### config.mk
export PLATFORM = sky130hd
export DESIGN_NAME = fit_policy_block_allocator
export DESIGN_NICKNAME = d
export VERILOG_FILES = /design/src/design/fpba_pkg.sv /design/src/design/fpba_free_ram.sv /design/src/design/fit_policy_block_allocator.sv
export SDC_FILE = /design/constraint.sdc
export NUM_CORES = 1
export LEC_CHECK = 0
export BUFFER_PORTS_ARGS = -buffer_cell sky130_fd_sc_hd__buf_2
export CAP_MARGIN = 20
export CORE_MARGIN = 3
export CORE_UTILIZATION = 40
export CTS_CLUSTER_DIAMETER = 120
export DETAILED_ROUTE_END_ITERATION = 16
export PLACE_DENSITY_LB_ADDON = 0.12
export SLEW_MARGIN = 20
export SYNTH_ARGS = -nofsm -noshare
export SYNTH_HDL_FRONTEND = slang
export SYNTH_HIERARCHICAL = 1
export SYNTH_SLANG_ARGS = --single-unit
### constraint.sdc
create_clock -name clk -period 7.05 [get_ports clk]
set_clock_uncertainty 0.15 [all_clocks]
set_input_delay 1.41 -clock clk [delete_from_list [all_inputs] [get_ports clk]]
set_output_delay 1.41 -clock clk [all_outputs]
set_load 0.03 [all_outputs]
### src/design/fpba_pkg.sv
`default_nettype none

package fpba_pkg;

    // Default sizing of the partition table.
    localparam int DEF_MAX_BLOCKS = 64;
    localparam int DEF_SIZE_WIDTH = 16;

    // Fixed field widths of the stream words and the configuration port.
    localparam int INDEX_WIDTH     = 6;
    localparam int POLICY_WIDTH    = 2;
    localparam int COUNT_WIDTH     = 7;
    localparam int CFG_INDEX_WIDTH = 1;

    // Reset value of the scanned partition count.
    localparam logic [COUNT_WIDTH-1:0] RESET_BLOCKS_IN_USE = 7'd64;

    // Placement policies; the unused code behaves as first fit.
    typedef enum logic [POLICY_WIDTH-1:0] {
        POLICY_FIRST = 2'd0,
        POLICY_BEST  = 2'd1,
        POLICY_WORST = 2'd2
    } policy_t;

    // Kind of an input word.
    typedef enum logic {
        MODE_LOAD    = 1'b0,
        MODE_REQUEST = 1'b1
    } mode_t;

    // Configuration register indexes.
    typedef enum logic [CFG_INDEX_WIDTH-1:0] {
        REG_FIT_POLICY    = 1'b0,
        REG_BLOCKS_IN_USE = 1'b1
    } cfg_reg_t;

    // Sequencer states.
    typedef enum logic [1:0] {
        ST_IDLE,
        ST_SCAN,
        ST_FINISH,
        ST_DONE
    } state_t;

endpackage

`default_nettype wire

### src/design/fpba_free_ram.sv
`default_nettype none

module fpba_free_ram #(
    parameter int DEPTH      = 64,
    parameter int ADDR_WIDTH = 6,
    parameter int DATA_WIDTH = 16
)(
    input  wire logic                  clk,
    input  wire logic                  we,
    input  wire logic [ADDR_WIDTH-1:0] waddr,
    input  wire logic [DATA_WIDTH-1:0] wdata,
    input  wire logic                  re,
    input  wire logic [ADDR_WIDTH-1:0] raddr,
    output logic      [DATA_WIDTH-1:0] rdata
);

    logic [DATA_WIDTH-1:0] mem [DEPTH];

    // One write port.
    always_ff @(posedge clk)
    begin
        if (we)
        begin
            mem[waddr] <= wdata;
        end
    end

    // One read port with registered data.
    always_ff @(posedge clk)
    begin
        if (re)
        begin
            rdata <= mem[raddr];
        end
    end

endmodule

`default_nettype wire

### src/design/fit_policy_block_allocator.sv
`default_nettype none

// Partition allocator with first, best and worst fit placement.
// Input words arrive on s_tvalid/s_tready. s_tuser = 0 loads the free size in
// s_tdata into partition block_index; s_tuser = 1 requests size units.
// Each input word gives exactly one result word on m_tvalid/m_tready:
// m_tuser is the grant flag, m_tdata the partition and the size left in it.
// Registers are written on cfg_valid/cfg_ready (always ready); the user must
// write them only while idle, as the block does not check the state. Index 0
// is the fit policy, index 1 the number of partitions scanned. A load writes its
// entry at acceptance when block_index is in range. A request scans
// min(blocks_in_use, MAX_BLOCKS) partitions, possibly none: the free-size memory
// is read one entry per cycle through its single read port, then the chosen
// entry is written back. The result then goes to the output register.
// One word is in work at a time; the next one is accepted once the result
// of the current one sits in the output register, even if that is stalled.
// While the receiver holds m_tready low the result waits in the output
// register and a finished next result waits in the sequencer.
// Reset sets first fit and 64 partitions; the free-size memory holds
// nothing valid until each partition in use has been loaded.
module fit_policy_block_allocator
    import fpba_pkg::*;
#(
    parameter int MAX_BLOCKS = DEF_MAX_BLOCKS,
    parameter int SIZE_WIDTH = DEF_SIZE_WIDTH
)(
    input  wire logic                       clk,
    input  wire logic                       rst_n,
    input  wire logic                       s_tvalid,
    output logic                            s_tready,
    // mode
    input  wire logic                       s_tuser,
    // block_index, size, zero padding
    input  wire logic [((INDEX_WIDTH + SIZE_WIDTH + 7) / 8) * 8 - 1:0] s_tdata,
    output logic                            m_tvalid,
    input  wire logic                       m_tready,
    // granted
    output logic                            m_tuser,
    // block_number, remaining, zero padding
    output logic      [((INDEX_WIDTH + SIZE_WIDTH + 7) / 8) * 8 - 1:0] m_tdata,
    input  wire logic                       cfg_valid,
    output logic                            cfg_ready,
    input  wire logic [CFG_INDEX_WIDTH-1:0] cfg_index,
    input  wire logic [COUNT_WIDTH-1:0]     cfg_data
);

    localparam int AW = (MAX_BLOCKS > 1) ? $clog2(MAX_BLOCKS) : 1;
    localparam int CW = $clog2(MAX_BLOCKS + 1);
    localparam int XW = (AW > INDEX_WIDTH) ? AW : INDEX_WIDTH;
    localparam int TDATA_WIDTH = ((INDEX_WIDTH + SIZE_WIDTH + 7) / 8) * 8;

    state_t state_reg, state_next;

    logic [POLICY_WIDTH-1:0] fit_policy_reg;
    logic [COUNT_WIDTH-1:0]  blocks_in_use_reg;

    logic [SIZE_WIDTH-1:0]  req_size_reg, req_size_next;
    logic [CW-1:0]          scan_len_reg, scan_len_next;
    logic [CW-1:0]          rd_cnt_reg, rd_cnt_next;
    logic                   cmp_valid_reg, cmp_valid_next;
    logic [AW-1:0]          cmp_idx_reg, cmp_idx_next;
    logic                   found_reg, found_next;
    logic [AW-1:0]          pick_idx_reg, pick_idx_next;
    logic [SIZE_WIDTH-1:0]  pick_val_reg, pick_val_next;
    logic                   res_granted_reg, res_granted_next;
    logic [INDEX_WIDTH-1:0] res_index_reg, res_index_next;
    logic [SIZE_WIDTH-1:0]  res_remaining_reg, res_remaining_next;
    logic                   m_tvalid_reg, m_tvalid_next;
    logic                   m_granted_reg, m_granted_next;
    logic [INDEX_WIDTH-1:0] m_index_reg, m_index_next;
    logic [SIZE_WIDTH-1:0]  m_remaining_reg, m_remaining_next;

    logic                   in_mode;
    logic [INDEX_WIDTH-1:0] in_index;
    logic [SIZE_WIDTH-1:0]  in_size;
    logic                   in_accept;
    logic                   load_ok;
    logic [XW-1:0]          in_index_wide;
    logic [XW-1:0]          pick_wide;
    logic [CW-1:0]          scan_len_in;
    logic                   issue;
    logic                   take;
    logic                   out_load;
    logic [SIZE_WIDTH-1:0]  left_size;

    logic                   ram_we;
    logic [AW-1:0]          ram_waddr;
    logic [SIZE_WIDTH-1:0]  ram_wdata;
    logic                   ram_re;
    logic [SIZE_WIDTH-1:0]  ram_rdata;

    // Input word fields.
    assign in_mode       = s_tuser;
    assign in_index      = s_tdata[INDEX_WIDTH-1:0];
    assign in_size       = s_tdata[INDEX_WIDTH+SIZE_WIDTH-1:INDEX_WIDTH];
    assign in_accept     = s_tvalid && s_tready;
    assign in_index_wide = XW'(in_index);
    assign load_ok       = (32'(in_index) < MAX_BLOCKS);
    assign pick_wide     = XW'(pick_idx_reg);
    assign left_size     = pick_val_reg - req_size_reg;

    // Scan length saturates at the table depth.
    assign scan_len_in = (32'(blocks_in_use_reg) > MAX_BLOCKS) ? CW'(MAX_BLOCKS)
                                                               : CW'(blocks_in_use_reg);

    // A read is issued for every partition still to be scanned.
    assign issue = (rd_cnt_reg < scan_len_reg);

    // Decide whether the entry just read replaces the current pick.
    always_comb
    begin
        take = 1'b0;
        if (cmp_valid_reg && (ram_rdata >= req_size_reg))
        begin
            if (!found_reg)
            begin
                take = 1'b1;
            end
            else if (fit_policy_reg == POLICY_BEST)
            begin
                take = (ram_rdata < pick_val_reg);
            end
            else if (fit_policy_reg == POLICY_WORST)
            begin
                take = (ram_rdata > pick_val_reg);
            end
        end
    end

    // Next state.
    always_comb
    begin
        state_next = state_reg;
        case (state_reg)
            ST_IDLE:
            begin
                if (in_accept)
                begin
                    state_next = (in_mode == MODE_LOAD) ? ST_DONE : ST_SCAN;
                end
            end
            ST_SCAN:
            begin
                if (!issue && !cmp_valid_reg)
                begin
                    state_next = ST_FINISH;
                end
            end
            ST_FINISH:
            begin
                state_next = ST_DONE;
            end
            ST_DONE:
            begin
                if (out_load)
                begin
                    state_next = ST_IDLE;
                end
            end
            default:
            begin
                state_next = ST_IDLE;
            end
        endcase
    end

    // Sequencer outputs: handshake and memory port controls.
    always_comb
    begin
        s_tready  = 1'b0;
        ram_re    = 1'b0;
        ram_we    = 1'b0;
        ram_waddr = pick_idx_reg;
        ram_wdata = left_size;
        out_load  = 1'b0;
        case (state_reg)
            ST_IDLE:
            begin
                s_tready = 1'b1;
                if (s_tvalid && (in_mode == MODE_LOAD) && load_ok)
                begin
                    ram_we    = 1'b1;
                    ram_waddr = in_index_wide[AW-1:0];
                    ram_wdata = in_size;
                end
            end
            ST_SCAN:
            begin
                ram_re = issue;
            end
            ST_FINISH:
            begin
                ram_we = found_reg;
            end
            ST_DONE:
            begin
                out_load = !m_tvalid_reg || m_tready;
            end
            default:
            begin
                s_tready = 1'b0;
            end
        endcase
    end

    // Datapath next values.
    always_comb
    begin
        req_size_next      = req_size_reg;
        scan_len_next      = scan_len_reg;
        rd_cnt_next        = rd_cnt_reg;
        cmp_valid_next     = 1'b0;
        cmp_idx_next       = cmp_idx_reg;
        found_next         = found_reg;
        pick_idx_next      = pick_idx_reg;
        pick_val_next      = pick_val_reg;
        res_granted_next   = res_granted_reg;
        res_index_next     = res_index_reg;
        res_remaining_next = res_remaining_reg;
        case (state_reg)
            ST_IDLE:
            begin
                if (in_accept)
                begin
                    req_size_next      = in_size;
                    scan_len_next      = scan_len_in;
                    rd_cnt_next        = '0;
                    found_next         = 1'b0;
                    res_granted_next   = 1'b0;
                    res_index_next     = in_index;
                    res_remaining_next = in_size;
                end
            end
            ST_SCAN:
            begin
                cmp_valid_next = issue;
                cmp_idx_next   = rd_cnt_reg[AW-1:0];
                if (issue)
                begin
                    rd_cnt_next = rd_cnt_reg + CW'(1);
                end
                if (take)
                begin
                    found_next    = 1'b1;
                    pick_idx_next = cmp_idx_reg;
                    pick_val_next = ram_rdata;
                end
            end
            ST_FINISH:
            begin
                if (found_reg)
                begin
                    res_granted_next   = 1'b1;
                    res_index_next     = pick_wide[INDEX_WIDTH-1:0];
                    res_remaining_next = left_size;
                end
                else
                begin
                    res_granted_next   = 1'b0;
                    res_index_next     = '0;
                    res_remaining_next = '0;
                end
            end
            default:
            begin
                cmp_valid_next = 1'b0;
            end
        endcase
    end

    // Output register.
    always_comb
    begin
        m_tvalid_next    = m_tvalid_reg;
        m_granted_next   = m_granted_reg;
        m_index_next     = m_index_reg;
        m_remaining_next = m_remaining_reg;
        if (out_load)
        begin
            m_tvalid_next    = 1'b1;
            m_granted_next   = res_granted_reg;
            m_index_next     = res_index_reg;
            m_remaining_next = res_remaining_reg;
        end
        else if (m_tvalid_reg && m_tready)
        begin
            m_tvalid_next = 1'b0;
        end
    end

    // Control registers.
    always_ff @(posedge clk or negedge rst_n)
    begin
        if (!rst_n)
        begin
            state_reg         <= ST_IDLE;
            cmp_valid_reg     <= 1'b0;
            found_reg         <= 1'b0;
            rd_cnt_reg        <= '0;
            scan_len_reg      <= '0;
            m_tvalid_reg      <= 1'b0;
            fit_policy_reg    <= POLICY_FIRST;
            blocks_in_use_reg <= RESET_BLOCKS_IN_USE;
        end
        else
        begin
            state_reg     <= state_next;
            cmp_valid_reg <= cmp_valid_next;
            found_reg     <= found_next;
            rd_cnt_reg    <= rd_cnt_next;
            scan_len_reg  <= scan_len_next;
            m_tvalid_reg  <= m_tvalid_next;
            if (cfg_valid && cfg_ready)
            begin
                case (cfg_index)
                    REG_FIT_POLICY:
                    begin
                        fit_policy_reg <= cfg_data[POLICY_WIDTH-1:0];
                    end
                    REG_BLOCKS_IN_USE:
                    begin
                        blocks_in_use_reg <= cfg_data;
                    end
                    default:
                    begin
                        fit_policy_reg <= fit_policy_reg;
                    end
                endcase
            end
        end
    end

    // Payload registers.
    always_ff @(posedge clk)
    begin
        req_size_reg      <= req_size_next;
        cmp_idx_reg       <= cmp_idx_next;
        pick_idx_reg      <= pick_idx_next;
        pick_val_reg      <= pick_val_next;
        res_granted_reg   <= res_granted_next;
        res_index_reg     <= res_index_next;
        res_remaining_reg <= res_remaining_next;
        m_granted_reg     <= m_granted_next;
        m_index_reg       <= m_index_next;
        m_remaining_reg   <= m_remaining_next;
    end

    // Free-size table.
    fpba_free_ram #(
        .DEPTH      (MAX_BLOCKS),
        .ADDR_WIDTH (AW),
        .DATA_WIDTH (SIZE_WIDTH)
    ) u_free_ram (
        .clk   (clk),
        .we    (ram_we),
        .waddr (ram_waddr),
        .wdata (ram_wdata),
        .re    (ram_re),
        .raddr (rd_cnt_reg[AW-1:0]),
        .rdata (ram_rdata)
    );

    // Port drive.
    assign cfg_ready = 1'b1;
    assign m_tvalid  = m_tvalid_reg;
    assign m_tuser   = m_granted_reg;
    assign m_tdata   = TDATA_WIDTH'({m_remaining_reg, m_index_reg});

`ifndef ASSERT_OFF
    // The read counter never runs past the scan length.
    a_scan_bound: assert property (@(posedge clk) disable iff (!rst_n)
        (state_reg == ST_SCAN) |-> (rd_cnt_reg <= scan_len_reg))
        else $error("read counter beyond scan length");

    // A held pick always fits the request, so the write-back cannot wrap.
    a_pick_fits: assert property (@(posedge clk) disable iff (!rst_n)
        (found_reg && (state_reg == ST_SCAN || state_reg == ST_FINISH))
            |-> (pick_val_reg >= req_size_reg))
        else $error("picked partition smaller than request");

    // A finished result waits while the output register is stalled.
    a_done_holds: assert property (@(posedge clk) disable iff (!rst_n)
        (state_reg == ST_DONE && m_tvalid && !m_tready) |=> (state_reg == ST_DONE))
        else $error("result left the sequencer while output stalled");

    // Memory writes happen only at a load acceptance or at the write-back step.
    a_write_source: assert property (@(posedge clk) disable iff (!rst_n)
        ram_we |-> ((state_reg == ST_IDLE && in_accept) || state_reg == ST_FINISH))
        else $error("unexpected free-size write");
`endif

endmodule

`default_nettype wire
==> flow_metrics.env <==
export IMPL_firstDrtPassIters=5
export IMPL_clk_latency_ns=0.69
export IMPL_required_ns=7.28
export IMPL_cp_start_kind="flop"
export IMPL_rrSetupSlack_ns=2.33
export IMPL_hp_start="cmp_idx_reg[2]$_DFFE_PP_"
export IMPL_p_per_area_nw_per_um2=375.7
export IMPL_syn_area_per_cell_sq_um=19.73
export IMPL_grtUsageTotal_pct=19.15
export IMPL_yosysSeqAreaShare_pct=74.74
export IMPL_regMostFlops="u_free_ram/mem"
export IMPL_drive_above_1_share_pct=24.77
export IMPL_coreArea_sq_um=114700
export IMPL_drt_initial_drc_count=2030
export IMPL_grt_setup_unrepaired="no"
export IMPL_r2r_cells=11
export IMPL_status="finished clean"
export IMPL_slew_viol_final=0
export IMPL_rows=124
export IMPL_fin_setup_tns_ns=0
export IMPL_synth_top_area_share_pct=73.23
export IMPL_start_util_pct=40.41
export IMPL_synth_distinct_cells=72
export IMPL_min_path_cells=0
export IMPL_cts_max_path_buffers=3
export IMPL_synth_largest_area_cell="edfxtp_1"
export IMPL_numCtsBuffers=117
export IMPL_leakage_nw=16.88
export IMPL_hold_ws_ns=0.2635
export IMPL_crit_type="reg -> reg"
export IMPL_die_h_um=346.4
export IMPL_vias=22890
export IMPL_netlist_instances=2348
export IMPL_area_delta_synth_final_pct=13.83
export IMPL_worst_slew_pin_slew_ns=1.079
export IMPL_overflow=0
export IMPL_largest_reg_flops=1024
export IMPL_r2r_end="u_free_ram/mem[17][13]$_DFFE_PP_"
export IMPL_cts_max_level=3
export IMPL_path_clk_slew_ns=0.06
export IMPL_fmax_ghz=0.2117
export IMPL_cts_resized=0
export IMPL_antenna_found_initial=9
export IMPL_relSlewSlack_pct=28.09
export IMPL_viasPerCell=5.537
export IMPL_seq_area_sq_um=34650
export IMPL_grt_first_pass_wirelength_um=167300
export IMPL_post_cts_setup_buffers=0
export IMPL_ys_ff_latch=1158
export IMPL_setup_ws_ns=2.327
export IMPL_root_buffer="clkbuf_16"
export IMPL_port_buffer_count=60
export IMPL_wirelength_um=115100
export IMPL_clock_sinks=1158
export IMPL_grt_pass1_vias=23880
export IMPL_ir_drop_uv=316.0
export IMPL_cts_tree="done"
export IMPL_reg2reg_from="state_reg[0]$_DFFE_PN0P_"
export IMPL_io_pin_count=66
export IMPL_hold_end="pick_idx_reg[2]$_DFFE_PP_"
export IMPL_place_gp_congestion=0.8532
export IMPL_worst_path_max_fanout=16
export IMPL_cp_data_arrival_time_ns=4.96
export IMPL_worstHoldPathType="reg -> reg"
export IMPL_drc=0
export IMPL_nFillCells=9624
export IMPL_synth_warnings=6
export IMPL_endpoint_kind="flop"
export IMPL_die_x_um=346.4
export IMPL_wl_per_cell_um=27.85
export IMPL_multiInputGateArea_sq_um=10910
export IMPL_yosys_top_cells_area="edfxtp_1 (73%), mux4_2 (11%), mux2i_1 (2.0%), ha_1 (1.6%), dfrtp_1 (1.5%)"
export IMPL_setup_viol=0
export IMPL_place_ws_ns=1.822
export IMPL_syn_area_sq_um=46340
export IMPL_ys_dominant_reg_cell="edfxtp_1"
export IMPL_finalHoldViolations=0
export IMPL_finalCritPeriodShare_pct=67.00
export IMPL_drv_cap=0
export IMPL_die_area_sq_um=120000
export IMPL_async_flop_share_pct=2.418
export IMPL_ctsHoldBuffers=0
export IMPL_grt_max_degree=76
export IMPL_fin_crit_ns=4.723
export IMPL_ant_nets=0
export IMPL_final_nets=2618
export IMPL_hpwl_um=70580
export IMPL_utilization_pct=46.00
export IMPL_synth_edf_count=1130
power breakdown:
group	switching, W	total [W]	internal (W)	leakage (nW)
Sequential	0.000198	0.00897	0.00877	10.5
Combinational	0.00307	0.00459	0.00152	4.45
Clock	0.00260	0.00625	0.00365	1.89
Total	0.00587	0.0198	0.0139	16.9
cell type report:
type,instances,share of cell area (%)
antenna,1,0.004745
clock buffer,133,5.786
clock inverter,85,1.601
inverter,53,0.3772
multi-input combinational,1022,20.68
sequential,1158,65.69
tap,1512,3.587
timing repair buffer,169,2.277
stage by stage:
stage | area, sq um | power (W) | cells
finish | 52740 | 0.01981 | 4133
global route | 52740 | 0.02065 | 4132
CTS | 52710 | 0.02009 | 4131
detailed placement | 48820 | 0.01380 | 3913
global placement | 48820 | 0.01370 | 3913
floorplan | 46340 | 0.01209 | 2349
placed cells by master (no fill, tap or decap), types with 36 or more instances in the layout:
| master | synthesis | layout |
|---|---|---|
| edfxtp_1 | 1130 | 1130 |
| mux4_2 | 220 | 220 |
| clkbuf_16 | 0 | 120 |
| nand2_1 | 112 | 111 |
| buf_4 | 16 | 103 |
| nor2_1 | 95 | 94 |
| mux2i_1 | 92 | 92 |
| buf_2 | 37 | 60 |
| ha_1 | 58 | 58 |
| inv_1 | 53 | 53 |
| a22oi_1 | 40 | 40 |
| a21oi_1 | 41 | 37 |
| mux2_2 | 37 | 37 |
| nor2b_1 | 36 | 36 |
cell usage after synthesis, types with 6 or more instances:
library cell	count
o21ai_1	8
clkbuf_1	32
inv_1	53
a22oi_1	40
a21o_1	10
mux2_2	37
mux4_2	220
nand3b_1	7
nand4_1	19
ha_1	58
edfxtp_1	1130
nand3_1	33
nand2b_1	10
a21oi_1	41
a311oi_1	8
a211o_1	8
a31oi_1	9
dfrtp_1	27
buf_6	17
o2bb2ai_1	15
mux2i_1	92
o21ai_0	35
buf_4	16
nor2b_1	36
a211oi_1	11
a22o_1	11
nand2_1	112
buf_2	37
a221o_1	6
xnor2_1	12
a221oi_1	16
nor2_1	95
logic make-up after synthesis:
| logic type | after synthesis | synth area share (%) |
|---|---|---|
| and+or+nand+nor | 342 | 3.516 |
| AOI/OAI and AO/OA | 248 | 3.851 |
| adders and majority gates | 59 | 1.609 |
| other | 2 | 0.01621 |
| DFF | 1158 | 74.74 |
| muxes | 353 | 13.81 |
| buffers and inverters | 169 | 2.136 |
| xor gates and xnor gates | 17 | 0.3213 |
worst max-delay path by stage:
stage                                   startpoint                          endpoint  slack [ns]  cells after the start
after global routing      state_reg[0]$_DFFE_PN0P_   u_free_ram/mem[59][1]$_DFFE_PP_        2.01                     11
after CTS                 state_reg[0]$_DFFE_PN0P_    u_free_ram/mem[2][4]$_DFFE_PP_        2.38                     11
final                     state_reg[0]$_DFFE_PN0P_  u_free_ram/mem[17][13]$_DFFE_PP_        2.33                     11
after detailed placement                  s_tvalid   u_free_ram/mem[2][13]$_DFFE_PP_        1.82                     10
after floorplan                           s_tvalid   u_free_ram/mem[0][14]$_DFFE_PP_        1.78                      4
after global placement                    s_tvalid   u_free_ram/mem[2][13]$_DFFE_PP_        1.84                     10
worst max-delay path: stages, from the launching register on:
cell	delay, ns
dfrtp_1	0.41
inv_1	0.12
ha_1	0.44
nand2_1	0.30
inv_1	0.14
nand2_1	0.42
nand2_1	0.20
nand2_1	0.43
nor2_1	0.29
nand3_1	0.49
nor2_1	0.65
buf_4	0.34
layer usage:
layer	global-route usage [%]	vias up	wire (um)
li1	-	9952	-
met5	0	-	18
met1	26.71	12100	49710
met2	31.51	702	56210
met3	2.979	132	6628
met4	5.229	2	2551
Power figures use the tool's default switching activity.
